===== src/design/ffe_pkg.sv =====
// ----------------------------------------------------------------------------
// ffe_pkg: shared types and constants
// Action codes, panel command bytes and the front-to-back request struct.
// ----------------------------------------------------------------------------
package ffe_pkg;

  localparam logic [2:0] ACT_DRAW   = 3'd0;
  localparam logic [2:0] ACT_RECT   = 3'd1;
  localparam logic [2:0] ACT_SCREEN = 3'd2;
  localparam logic [2:0] ACT_WINDOW = 3'd3;
  localparam logic [2:0] ACT_EMIT   = 3'd4;

  localparam logic [7:0] CMD_COLUMN_SET   = 8'h2A;
  localparam logic [7:0] CMD_ROW_SET      = 8'h2B;
  localparam logic [7:0] CMD_MEMORY_WRITE = 8'h2C;
  localparam logic [7:0] BYTE_MASK        = 8'hFF;

  localparam int unsigned CW = 11;  // coordinate width, covers screen sizes to 2048

  typedef enum logic [1:0] {
    OP_FILL   = 2'd0,   // fill clipped rectangle (draw and screen fill too)
    OP_WINDOW = 2'd1,
    OP_EMIT   = 2'd2,
    OP_CLEAR  = 2'd3    // empty window: drop busy
  } op_t;

  typedef struct packed {
    op_t             op;
    logic [CW-1:0]   x0;
    logic [CW-1:0]   y0;
    logic [CW-1:0]   x1;   // inclusive
    logic [CW-1:0]   y1;   // inclusive
    logic [15:0]     color;
  } req_t;

  typedef enum logic [2:0] {
    BK_IDLE,
    BK_FILL,
    BK_HDR,
    BK_RD,
    BK_PX_HI,
    BK_PX_LO,
    BK_CLR
  } bk_state_t;

endpackage


===== src/design/ffe_queue.sv =====
// ----------------------------------------------------------------------------
// ffe_queue: request queue
// Two-entry queue between the decode and execution halves.
// ----------------------------------------------------------------------------
module ffe_queue import ffe_pkg::*; (
  input  logic clk,
  input  logic rst_n,
  input  logic wr_valid,
  output logic wr_ready,
  input  req_t wr_data,
  output logic rd_valid,
  input  logic rd_ready,
  output req_t rd_data
);

  req_t       mem_r [2];
  logic       wp_r, rp_r;
  logic [1:0] cnt_r;
  logic       push, pop;

  assign wr_ready = cnt_r != 2'd2;
  assign rd_valid = cnt_r != 2'd0;
  assign rd_data  = mem_r[rp_r];
  assign push     = wr_valid && wr_ready;
  assign pop      = rd_valid && rd_ready;

  always_ff @(posedge clk) begin
    if (!rst_n) begin
      wp_r  <= 1'b0;
      rp_r  <= 1'b0;
      cnt_r <= 2'd0;
    end else begin
      if (push) wp_r <= !wp_r;
      if (pop)  rp_r <= !rp_r;
      cnt_r <= cnt_r + 2'(push) - 2'(pop);
    end
    if (push) mem_r[wp_r] <= wr_data;
  end

endmodule


===== config.mk =====
export PLATFORM = sky130hd
export DESIGN_NAME = ffe_queue
export DESIGN_NICKNAME = d
export VERILOG_FILES = /design/src/design/ffe_pkg.sv /design/src/design/ffe_queue.sv
export SDC_FILE = /design/constraint.sdc
export NUM_CORES = 1
export LEC_CHECK = 0
export ABC_AREA = 1
export BUFFER_PORTS_ARGS = -buffer_cell sky130_fd_sc_hd__buf_2
export CAP_MARGIN = 10
export CORE_ASPECT_RATIO = 1.75
export CORE_MARGIN = 2
export CORE_UTILIZATION = 44
export DETAILED_ROUTE_END_ITERATION = 10
export PLACE_DENSITY = 0.67
export SYNTH_ARGS = -nofsm -noshare
export SYNTH_HDL_FRONTEND = slang
export SYNTH_SLANG_ARGS = --single-unit

===== constraint.sdc =====
create_clock -name clk -period 9.5 [get_ports clk]
set_input_delay 0.475 -clock clk [delete_from_list [all_inputs] [get_ports clk]]
set_output_delay 0.475 -clock clk [all_outputs]
set_load 0.01 [all_outputs]

# == Word-level counts from Yosys, hierarchy flattened ==
# Memories as Yosys holds them, arrays and structs flattened. A register that Yosys moved wholly into a read port is not among the register bits.
# Index checks and enable logic that the tools add are counted.
# op_classes
add_sub_neg,2
n_reduce_logical,5
n_mux,4
n_eq_ne,1
# ops
cell,n
2-to-1 mux 1 bit,4
adder 2 x 1 -> 2 bit,1
logical AND 1 bit,2
zero test 1 bit,2
!= test 2 bit (second input constant),1
nonzero test 2 bit,1
subtractor 2 x 1 -> 2 bit,1
# word_totals
elab_cells,16
mem_bits_rw,124
regBits,4
mem_count,1
in_bits,66
# mem_list
name,depth,word_bits,read_ports,rd_clocked_by_memory_dff,write_ports,line_no,rtl
mem_r,2,62,1,1,1,ffe_queue.sv:16,req_t mem_r [2];

# == Logic depth before layout (Yosys ltp) ==
# logic_depth
word_depth,4
ltp_mapped,11
mapped_depth_nobuf,11

# == Worst setup path after synthesis ==
# OpenSTA, ideal clock, no wires.
# synth_path
path_kind,reg-to-reg
startpoint,reg cnt_r[0]
endpoint,mem mem_r[1][0] in the netlist's numbering (enable)
arrival_time_ns,3.272
path_stages_with_launch,5
n_path_buf,0
path_slack_ns,5.744
t_required_ns,9.016
cell_sequence,dfxtp_1 > inv_1 > nand2_1 > nand2_1 > nor2_1
# synth_via
elab_chain_len,4
# synth_rtl
element,line_no,rtl
start: declaration,ffe_queue.sv:18,logic [1:0] cnt_r;
start signal: assignment,ffe_queue.sv:35,cnt_r <= cnt_r + 2'(push) - 2'(pop);
!= test 2 bit,ffe_queue.sv:21,assign wr_ready = cnt_r != 2'd2;
via wr_ready,ffe_queue.sv:9,"output logic wr_ready,"
logical AND 1 bit,ffe_queue.sv:24,assign push = wr_valid && wr_ready;
2-to-1 mux 1 bit,ffe_queue.sv:37,if (push) mem_r[wp_r] <= wr_data;
2-to-1 mux 1 bit (implied by the code),ffe_queue.sv:37,
end: declaration,ffe_queue.sv:16,
# The timed path passes the listed nets, and every way through them passes these cells.

==> impl_metrics.env <==
export IMPL_synth_nets=296
export IMPL_worstPathCellList="buf_4 > mux2_2 > buf_2"
export IMPL_slowest_stage="buf_4"
export IMPL_wl_per_cell_um=16.24
export IMPL_drt_iter0_drc=158
export IMPL_powerDensity_mw_per_mm2=283.1
export IMPL_place_inst=486
export IMPL_grt_ovfl_total=0
export IMPL_routed_wl_um=8443
export IMPL_vias=2485
export IMPL_initial_core_util_pct=45.15
export IMPL_finalSetupTns_ns=0
export IMPL_postSynthCellCount=229
export IMPL_finalCritPeriodShare_pct=28.86
export IMPL_ys_types=14
export IMPL_fin_skew_ns=0.004037
export IMPL_cts_hold_buffers=0
export IMPL_drive_gt1_share_pct=58.29
export IMPL_cpPeakStageDelay_ns=0.67
export IMPL_cp_end_kind="output pin"
export IMPL_grt_pass1_vias=2654
export IMPL_tritoncts="yes"
export IMPL_status="finished, final reports clean"
export IMPL_cts_buffer_depth=2
export IMPL_areaGrowthSynthToFinish_pct=25.98
export IMPL_worst_path_max_fanout=40
export IMPL_relSlewSlack_pct=44.63
export IMPL_fillers=922
export IMPL_finalCriticalPeriod_ns=2.742
export IMPL_rows=51
export IMPL_clockRootBuffer="clkbuf_16"
export IMPL_antenna_found_initial=3
export IMPL_hold_viol_final=0
export IMPL_cts_resized=0
export IMPL_nNetsFinal=440
export IMPL_crit_required_ns=9.03
export IMPL_cts_clk_slew_worst_paths_ns=0.05
export IMPL_tightest_slew_ns=0.8306
export IMPL_setup_violations=0
export IMPL_yosysSeqAreaShare_pct=76.27
export IMPL_max_cap_viol_count=0
export IMPL_io_buffers=129
export IMPL_max_clock_freq_mhz=364.7
export IMPL_dr_pass1_iters=6
export IMPL_path_class="reg -> out"
export IMPL_layout_setup_ws_ns=6.758
export IMPL_core_area_sq_mm=0.01110
export IMPL_die_h_um=145.2
export IMPL_ios=130
export IMPL_clock_sinks=129
export IMPL_drt_vias_per_instance=4.779
export IMPL_fin_util_pct=56.89
export IMPL_cts_made_buffers=17
export IMPL_pre_cts_ws_ns=7.126
export IMPL_grt_setup_unrepaired="no"
export IMPL_avgSynthCellArea_sq_um=21.89
export IMPL_ys_warnings_count=0
export IMPL_gp_congestion=0.6806
export IMPL_die_w_um=84.69
export IMPL_drtAntennaViolNets=0
export IMPL_vdd_drop_max_mv=0.1683
export IMPL_final_cell_area_sq_mm=0.006316
export IMPL_die_area_sq_mm=0.01230
export IMPL_finalNonFillerCells=520
export IMPL_arrival_ns=2.27
export IMPL_grt_max_degree=64
export IMPL_drc=0
export IMPL_clkLatencyLatePin_ns=0.40
export IMPL_post_dp_hpwl_um=5546
export IMPL_holdWs_ns=0.2614
export IMPL_syn_area_sq_mm=0.005014
export IMPL_cts_setup_buffers=0
export IMPL_grt_pass1_wl_um=13010
export IMPL_htreeDepth=4
export IMPL_place_area_sq_mm=0.005734
export IMPL_startpoint_type="register"
export IMPL_gr_usage_all_layers_pct=14.41
export IMPL_leakagePower_nw=2.523
export IMPL_totalPowerFinal_mw=1.788
export IMPL_hp_class="in -> reg"
export IMPL_ys_ff_latch=129
export IMPL_drv_slew=0
kinds of logic after synthesis:
group	count (synthesis)	share of synthesized area, %
AO/OA/AOI/OAI	1	0.09973
XOR/XNOR	1	0.1747
adder cells (fa/ha/maj)	1	0.2495
buffers and inverters	14	3.145
flip-flops	129	76.27
multiplexers	62	18.42
AND/OR/NAND/NOR	21	1.647
cells in the final DEF (no fill, tap or decap), drive strengths merged, types with 2 or more instances in the layout:
cell and instances:
buf 132, edfxtp 124, mux2 62, clkbuf 19, nand2 11, nor2 9
inv 7, clkinv 7, dfxtp 5, clkinvlp 3, bufinv 3, diode 2
sequential cells by signal (all words and copies together) (netlist names), named ones only:
| name | cells |
|---|---|
| mem_r | 124 |
| rp_r | 1 |
| wp_r | 1 |
| cnt_r | 2 |
power by group:
part | switching (mW) | leakage, nW | internal (mW)
Sequential | 0.0375 | 1.20 | 0.725
Clock | 0.215 | 0.275 | 0.407
Combinational | 0.195 | 1.05 | 0.209
Total | 0.448 | 2.52 | 1.34
Yosys cell counts:
master / number / area (sq um)
edfxtp_1: 124 / 3724
mux2_4: 60 / 900.9
nand2_1: 11 / 41.29
nor2_1: 8 / 30.03
inv_1: 7 / 26.28
buf_12: 6 / 120.1
dfxtp_1: 5 / 100.1
mux2_2: 2 / 22.52
a21oi_1: 1 / 5.000
buf_6: 1 / 11.26
ha_1: 1 / 12.51
nand3_1: 1 / 5.000
nor2_2: 1 / 6.260
xnor2_1: 1 / 8.760
routing by layer:
| layer | wire length, um | global-route usage (%) | vias up |
|---|---|---|---|
| met2 | 4811 | 25.63 | 88 |
| met3 | 457 | 4.152 | 20 |
| li1 | - | - | 1171 |
| met5 | 0 | 0 | - |
| met1 | 2862 | 13.53 | 1206 |
| met4 | 312 | 10.56 | 0 |
critical path: cells and delay by family (launching register included):
family / cells / cell delay [ns]
mux: 1 / 0.40
buf+inv: 2 / 0.81
flops: 1 / 0.63
worst paths after layout:
check	startpoint	slack [ns]	end	depth (start not counted)
setup / recovery	register	6.76	rd_data[0]	3
hold reg to reg	rp_r	0.50	register	2
setup reg to reg	cnt_r[0]	7.62	mem_r[0][41]	5
hold / removal	wr_data[46]	0.26	mem_r[0][46]	1
layout make-up:
class	instances	area, sq um	share of cell area, %
diodes	2	5.005	0.07924
clock buffers	19	432.9	6.854
clock inverters	13	143.9	2.278
inverters	7	26.28	0.4160
multi-input cells	86	1047	16.58
flip-flops and latches	129	3827	60.60
well taps	132	165.2	2.615
repair buffers	132	668.1	10.58
No activity file was read; power rests on OpenSTA's default activity.
