===== src/design/ffe_pkg.sv =====
// ----------------------------------------------------------------------------
// ffe_pkg: shared types and constants
// Action codes, panel command bytes and the front-to-back request struct.
// ----------------------------------------------------------------------------
package ffe_pkg;

  localparam logic [2:0] ACT_DRAW   = 3'd0;
  localparam logic [2:0] ACT_RECT   = 3'd1;
  localparam logic [2:0] ACT_SCREEN = 3'd2;
  localparam logic [2:0] ACT_WINDOW = 3'd3;
  localparam logic [2:0] ACT_EMIT   = 3'd4;

  localparam logic [7:0] CMD_COLUMN_SET   = 8'h2A;
  localparam logic [7:0] CMD_ROW_SET      = 8'h2B;
  localparam logic [7:0] CMD_MEMORY_WRITE = 8'h2C;
  localparam logic [7:0] BYTE_MASK        = 8'hFF;

  localparam int unsigned CW = 11;  // coordinate width, covers screen sizes to 2048

  typedef enum logic [1:0] {
    OP_FILL   = 2'd0,   // fill clipped rectangle (draw and screen fill too)
    OP_WINDOW = 2'd1,
    OP_EMIT   = 2'd2,
    OP_CLEAR  = 2'd3    // empty window: drop busy
  } op_t;

  typedef struct packed {
    op_t             op;
    logic [CW-1:0]   x0;
    logic [CW-1:0]   y0;
    logic [CW-1:0]   x1;   // inclusive
    logic [CW-1:0]   y1;   // inclusive
    logic [15:0]     color;
  } req_t;

  typedef enum logic [2:0] {
    BK_IDLE,
    BK_FILL,
    BK_HDR,
    BK_RD,
    BK_PX_HI,
    BK_PX_LO,
    BK_CLR
  } bk_state_t;

endpackage


===== src/design/ffe_if.sv =====
// ----------------------------------------------------------------------------
// ffe_in_if / ffe_out_if / ffe_cfg_if: valid-ready channels
// Request, result and configuration channels of the flush engine.
// ----------------------------------------------------------------------------
interface ffe_in_if;
  logic               valid;
  logic               ready;
  logic [2:0]         action;
  logic signed [11:0] pos_x;
  logic signed [11:0] pos_y;
  logic signed [11:0] rect_width;
  logic signed [11:0] rect_height;
  logic [15:0]        pixel_color;
  modport source (output valid, action, pos_x, pos_y, rect_width, rect_height,
                  pixel_color, input ready);
  modport sink (input valid, action, pos_x, pos_y, rect_width, rect_height,
                pixel_color, output ready);
endinterface



===== src/design/ffe_front.sv =====
// ----------------------------------------------------------------------------
// ffe_front: request decode and clipping
// Classifies each action, clips rectangles to the screen and registers one
// request for the queue.
// ----------------------------------------------------------------------------
module ffe_front import ffe_pkg::*; #(
  parameter int SCREEN_WIDTH  = 320,
  parameter int SCREEN_HEIGHT = 170
) (
  input  logic        clk,
  input  logic        rst_n,
  ffe_in_if.sink      in_ch,
  output logic        req_valid,
  input  logic        req_ready,
  output req_t        req
);

  logic          vld_r;
  req_t          req_r;
  req_t          req_nxt;
  logic          keep;
  logic signed [13:0] x, y, xe, ye, xa, ya, xb, yb;

  assign in_ch.ready = !vld_r || req_ready;
  assign req_valid   = vld_r;
  assign req         = req_r;

  always_comb begin
    x  = 14'(in_ch.pos_x);
    y  = 14'(in_ch.pos_y);
    xe = x + 14'(in_ch.rect_width);
    ye = y + 14'(in_ch.rect_height);
    if (in_ch.action == ACT_DRAW) begin
      xe = x + 14'sd1;
      ye = y + 14'sd1;
    end
    xa = (x < 0) ? 14'sd0 : x;
    ya = (y < 0) ? 14'sd0 : y;
    xb = (xe > 14'(SCREEN_WIDTH))  ? 14'(SCREEN_WIDTH)  : xe;
    yb = (ye > 14'(SCREEN_HEIGHT)) ? 14'(SCREEN_HEIGHT) : ye;
    keep = (xb > xa) && (yb > ya);
    req_nxt.color = in_ch.pixel_color;
    req_nxt.x0 = xa[CW-1:0];
    req_nxt.y0 = ya[CW-1:0];
    req_nxt.x1 = CW'(xb - 14'sd1);
    req_nxt.y1 = CW'(yb - 14'sd1);
    req_nxt.op = OP_FILL;
    unique case (in_ch.action)
      ACT_DRAW, ACT_RECT: req_nxt.op = OP_FILL;
      ACT_SCREEN: begin
        req_nxt.op = OP_FILL;
        req_nxt.x0 = '0;
        req_nxt.y0 = '0;
        req_nxt.x1 = CW'(SCREEN_WIDTH - 1);
        req_nxt.y1 = CW'(SCREEN_HEIGHT - 1);
        keep = 1'b1;
      end
      ACT_WINDOW: begin
        req_nxt.op = keep ? OP_WINDOW : OP_CLEAR;
        keep = 1'b1;
      end
      ACT_EMIT: begin
        req_nxt.op = OP_EMIT;
        keep = 1'b1;
      end
      default: keep = 1'b0;
    endcase
  end

  always_ff @(posedge clk) begin
    if (!rst_n) begin
      vld_r <= 1'b0;
    end else if (in_ch.ready) begin
      vld_r <= in_ch.valid && keep;
    end
    if (in_ch.ready && in_ch.valid) begin
      req_r <= req_nxt;
    end
  end

endmodule


===== src/flat_wrapper.sv =====
// flat-port wrapper written by rule: the top's interface ports become plain ports
module ffe_front_flat import ffe_pkg::*;
#(
  parameter int SCREEN_WIDTH  = 320,
  parameter int SCREEN_HEIGHT = 170
)
  (clk, rst_n, req_valid, req_ready, req, in_ch_valid, in_ch_action, in_ch_pos_x, in_ch_pos_y, in_ch_rect_width, in_ch_rect_height, in_ch_pixel_color, in_ch_ready);
  ffe_in_if in_ch_i ();
  input  logic clk;
  input  logic rst_n;
  output logic req_valid;
  input  logic req_ready;
  output req_t req;
  input wire logic [$bits(in_ch_i.valid)-1:0] in_ch_valid;
  input wire logic [$bits(in_ch_i.action)-1:0] in_ch_action;
  input wire logic [$bits(in_ch_i.pos_x)-1:0] in_ch_pos_x;
  input wire logic [$bits(in_ch_i.pos_y)-1:0] in_ch_pos_y;
  input wire logic [$bits(in_ch_i.rect_width)-1:0] in_ch_rect_width;
  input wire logic [$bits(in_ch_i.rect_height)-1:0] in_ch_rect_height;
  input wire logic [$bits(in_ch_i.pixel_color)-1:0] in_ch_pixel_color;
  output wire logic [$bits(in_ch_i.ready)-1:0] in_ch_ready;
  assign in_ch_i.valid = in_ch_valid;
  assign in_ch_i.action = in_ch_action;
  assign in_ch_i.pos_x = in_ch_pos_x;
  assign in_ch_i.pos_y = in_ch_pos_y;
  assign in_ch_i.rect_width = in_ch_rect_width;
  assign in_ch_i.rect_height = in_ch_rect_height;
  assign in_ch_i.pixel_color = in_ch_pixel_color;
  assign in_ch_ready = in_ch_i.ready;
  ffe_front #(.SCREEN_WIDTH(SCREEN_WIDTH), .SCREEN_HEIGHT(SCREEN_HEIGHT)) u_core (.clk(clk), .rst_n(rst_n), .in_ch(in_ch_i), .req_valid(req_valid), .req_ready(req_ready), .req(req));
endmodule

===== config.mk =====
export PLATFORM = sky130hd
export DESIGN_NAME = ffe_front_flat
export DESIGN_NICKNAME = d
export VERILOG_FILES = /design/src/design/ffe_pkg.sv /design/src/design/ffe_if.sv /design/src/design/ffe_front.sv /design/src/flat_wrapper.sv
export SDC_FILE = /design/constraint.sdc
export NUM_CORES = 1
export LEC_CHECK = 0
export ABC_CLOCK_PERIOD_IN_PS = 9440
export BUFFER_PORTS_ARGS = -buffer_cell sky130_fd_sc_hd__buf_2
export CAP_MARGIN = 40
export CORE_ASPECT_RATIO = 0.9
export CORE_MARGIN = 2
export CORE_UTILIZATION = 50
export CTS_CLUSTER_SIZE = 8
export DETAILED_ROUTE_END_ITERATION = 6
export PLACE_DENSITY = 0.77
export SETUP_SLACK_MARGIN = 0.1
export SLEW_MARGIN = 25
export SYNTH_ARGS = -nofsm -noshare
export SYNTH_HDL_FRONTEND = slang
export SYNTH_SLANG_ARGS = --single-unit

===== constraint.sdc =====
create_clock -name clk -period 9.44 [get_ports clk]
set_input_delay 2.832 -clock clk [delete_from_list [all_inputs] [get_ports clk]]
set_output_delay 2.832 -clock clk [all_outputs]
set_load 0.005 [all_outputs]

**After elaboration in Yosys (flattened, before gate mapping)**

Cells that the tools add are included.

- Add/sub/neg operators: 6
- Multiply operators: 0
- Div/mod/pow operators: 0
- Order comparisons: 6
- Equality and inequality tests: 4
- Shift-type cells: 0
- Mux-type cells: 9
- Bitwise operators: 0
- Reduce and logical (&&, ||, !) cells: 8

Operators by type and width:

| operator | count |
|---|---|
| $mux 14 | 6 |
| $gt 14x14->1 | 2 |
| $add 12x12->13 | 2 |
| $add 12x2->13 const B | 2 |
| $lt 12x1->1 const B | 2 |
| $sub 11x2->11 const B | 2 |
| $gt 14x10->1 const B | 1 |
| $gt 14x9->1 const B | 1 |
| $eq 3x2->1 const B | 2 |
| $pmux 2 s2 | 1 |
| $eq 3x1->1 const B | 1 |
| $eq 3x3->1 const B | 1 |
| $logic_and 1x1->1 | 3 |
| $logic_not 3->1 | 1 |
| $reduce_or 3->1 | 1 |
| $mux 2 | 1 |
| $pmux 1 s2 | 1 |
| $reduce_or 2->1 | 1 |
| $logic_not 1->1 | 1 |
| $logic_or 1x1->1 | 1 |

- Register bits: 63
- Bits in latches: 0
- Bits in writable memories: 0
- Bits in read-only memories: 0
- Input port bits: 71
- Output and inout bits: 64
- Word-level logic and storage cells: 40
- Memories kept: 0

**Depth between registers and ports, before layout**

- Depth in word-level cells: 8
- Depth in mapped cells: 26
- Mapped depth without buffers: 24

**Least setup slack after synthesis**

OpenSTA, ideal clock, no wires.

- Path kind: in2reg
- From: in in_ch_action[2]
- To: reg u_core.vld_r, in the netlist u_core.req_valid
- Library setup time: 0.122 ns
- Arrival time: 8.312 ns
- Data required time: 9.318 ns
- Path slack: 1.006 ns
- Stages: 26
- Path buffers: 2
- Cell sequence: nor3_1 -> clkbuf_1 -> or2_2 -> ha_1 -> inv_1 -> fa_1 -> nor2b_1 -> o211ai_1 -> a21boi_0 -> a31oi_1 -> mux2_2 -> or3b_2 -> ha_1 -> o31a_1 -> buf_6 -> or2_2 -> inv_1 -> ha_1 -> nor2b_1 -> o31ai_1 -> a211oi_1 -> o41ai_1 -> a21oi_1 -> o311a_1 -> o21a_1 -> a221o_1

- Cells in the longest elaborated chain, start to end: 8
- Elaborated cells on any way between the ends: 18
- Those cells by class: order compare: 4; eq/ne: 4; mux: 5; reduce/logical: 5

RTL lines:

| what | line | text |
|---|---|---|
| from (decl) | flat_wrapper.sv:15 | `input wire logic [$bits(in_ch_i.action)-1:0] in_ch_action;` |
| $logic_not 3->1 | ffe_front.sv:33, ffe_front.sv:48 |  |
| $mux 14 | ffe_front.sv:33 | `if (in_ch.action == ACT_DRAW) begin` |
| $gt 14x10->1 or $gt 14x9->1 (tied branches) | ffe_front.sv:39, ffe_front.sv:40 |  |
| $mux 14, on equally long branches | ffe_front.sv:39, ffe_front.sv:40 |  |
| $gt 14x14->1 | ffe_front.sv:41 | `keep = (xb > xa) && (yb > ya);` |
| $logic_and 1x1->1 | ffe_front.sv:41 |  |
| $pmux 1 s2 * | ffe_front.sv:48 | `unique case (in_ch.action)` |
| $logic_and 1x1->1 * | ffe_front.sv:74 | `vld_r <= in_ch.valid && keep;` |
| to (signal assigned) | ffe_front.sv:74 |  |
| to (decl) | ffe_front.sv:18 | `logic vld_r;` |

Every way passes the cells marked *; elsewhere a longest branch is shown, timed or not.
A chain may end at the register's enable or synchronous reset.

**Final worst setup path**

Same ends and word-level chain as after synthesis.

==> run metrics <==
Synth Register Bits 63; worst hold path type flop to flop; Overall Global Routing Usage about 25%; Starting Density ~51%; cell mode on critical path ha_1; row cnt 34; clock sinks 63; post-cts hold buffer count 0; GPL Wtd Cong approximately 1; ys async rst share 0%; RSZ-0062 raised after global routing no; fin nets between 700 and 800; Post-Syn Area just under 0.005 mm2; Post-synth EDFFs 62; placed insts 762; status finished, final reports clean; die area 0.01054 mm2; Synth top area share between 30% and 40%; Die W between 100 and 150 um; IO buf count 134; total gr overflow 0; first-pass GRT wire length slightly above 20 mm; post-CTS setup buffers 0; CTS root buf clkbuf_8; period utilization roughly 89%; total power ~990 uW; Slowest cell on crit path nor3_2; dpl cell area between 0.005 and 0.006 mm2; Worst IR Drop VDD between 70 and 80 uV; top cells by area, synth edfxtp_1, ha_1, nor2_1; CP endpoint kind flop; Slew HR roughly 46%; sequential-to-total area share from yosys stat roughly two fifths; Die H 97.58 um; CP arrival just under 9 ns; CTS clk-pin slew, worst paths ~0.070 ns; CTS tree yes; CTS max path bufs 2; P_leak about 0.0025 uW; Clock Skews 0.01208 ns; Post-CTS Resized 0; drt initial violations 282; worst-path fanout max 9; final hold viol count 0; core area roughly 0.0096 mm2; Yosys cell types 57; Post-Syn Instances between 500 and 600; maxcap violations 0; fmax 118.9 MHz; ANT cells 0; DRT Wirelength ~13 mm; detailed-route via count between 4k and 5k; htree depth 3; Final Non-Filler Cells approximately 800; Area growth syn-to-layout 21.73%; WHS approximately 0.75 ns; Worst-Skew Late Latency around 0.35 ns; max incr delay on CP about 0.54 ns; Power Density 167.2 mW/mm2; number of antenna violations at the first check in global routing 0; fin. max-slew vios 0; vias in the first global route approximately 4.1k; routed len/inst approximately 16 um; DP Wirelength about 10 mm; critical path class primary input to flop; cell accounting for the most synthesized area edfxtp_1; Post-Syn Nets 630; most common cell after layout, fill and taps aside buf_2; CP Launch Type primary input; routed vias/inst 5.607; Final Critical Period between 8 and 9 ns; Final Cell Area 0.005922 mm2; Most used DFF post-synth edfxtp_1; Worst Tran Pin Value about 0.8 ns; most frequent cells in the layout buf_2, edfxtp_1, nor2_1; Synthesis Warnings 0; Post-Syn Area per Cell approximately 9.6 um2; Initial DRT Pass Iterations 5; DRT antenna net count 0; final setup violation count 0; worst path required time approximately 9.7 ns; layout cells sized above 1 between 20% and 30%; Num CTS Buffers 9; largest net degree at the start of global routing 63; setup TNS 0 ns; DRC 0; Top Ports around 140
[critical path: cells and delay by family]
family                   cells  cell delay, ns
AO/OA/AOI/OAI               11            2.10
adder cells (fa/ha/maj)      4            1.12
buffers and inverters        4            0.44
multiplexers                 1            0.32
AND/OR/NAND/NOR              6            1.83
[sequential cells by signal (all words and copies together), names as in the netlist]
| register | count |
|---|---|
| u_core.req | 62 |
| u_core.req_valid | 1 |
[report_power, final]
| part | internal (uW) | switching, uW | leakage [uW] |
|---|---|---|---|
| Sequential | 348 | 7.76 | 0.000612 |
| Combinational | 158 | 212 | 0.00182 |
| Clock | 149 | 115 | 0.000103 |
| Total | 655 | 335 | 0.00254 |
[synthesized netlist by cell type, drive strengths merged (4+ instances only)]
library cell and n:
nor2 55, nand4 8, or3 4, xor2 8
nor2b 33, and3 4, o21ai 23, nand3 13
clkbuf 13, nand2b 27, a21oi 29, inv 21
nor4 4, ha 49, a211oi 8, o21a 6
or2 12, nand2 26, xnor2 19, o211ai 4
and2 6, a211o 5, nor3b 4, edfxtp 62
nor3 15, a21o 5
[per-layer routing]
| metal | wire, um | share of wire (%) | global-route usage, % | vias up |
|---|---|---|---|---|
| li1 | - | - | - | 2153 |
| met1 | 6108 | 49 | 38.38 | 1994 |
| met2 | 5363 | 43 | 35.46 | 201 |
| met3 | 934 | 7.4 | 4.024 | 14 |
| met4 | 159 | 1.3 | 6.016 | 0 |
| met5 | 0 | 0 | 0 | - |
[path summary, 6_finish.rpt]
path	from	to	slack, ns	depth (start not counted)
max	in_ch_action[2]	u_core.req_valid$_SDFFE_PN0N_	1.03	26
min	u_core.req_valid$_SDFFE_PN0N_	u_core.req_valid$_SDFFE_PN0N_	0.75	2
max reg2reg	u_core.req_valid$_SDFFE_PN0N_	u_core.req[58]$_SDFFCE_PP0P_	7.73	4
min reg2reg	u_core.req_valid$_SDFFE_PN0N_	u_core.req_valid$_SDFFE_PN0N_	0.75	2
[cell type report]
class                   count  area [um2]
fillers                   811        3650
clock buffers               9       123.9
clock inverters             7       96.34
flip-flops and latches     63        1882
repair buffers            142       730.7
well taps                 126       157.7
multi-input cells         410        2853
inverters                  21       78.83
[cell families after synthesis]
group | after synthesis | synth area share (%)
AOI/OAI and AO/OA | 108 | 14.97
xor gates and xnor gates | 27 | 4.861
adders and majority gates | 51 | 13.43
buffers and inverters | 35 | 2.855
DFF | 63 | 38.68
muxes | 5 | 1.106
and+or+nand+nor | 219 | 24.10
[per-stage QoR]
stage / setup WS (ns) / utilization [%]
finish: 1.030 / 61.87
detailed placement: 0.7571 / 59.57
floorplan: 1.006 / -
CTS: 1.098 / 61.87
global route: 0.6196 / 61.87
global placement: 0.9669 / 59.57
Power figures use the tool's default switching activity.
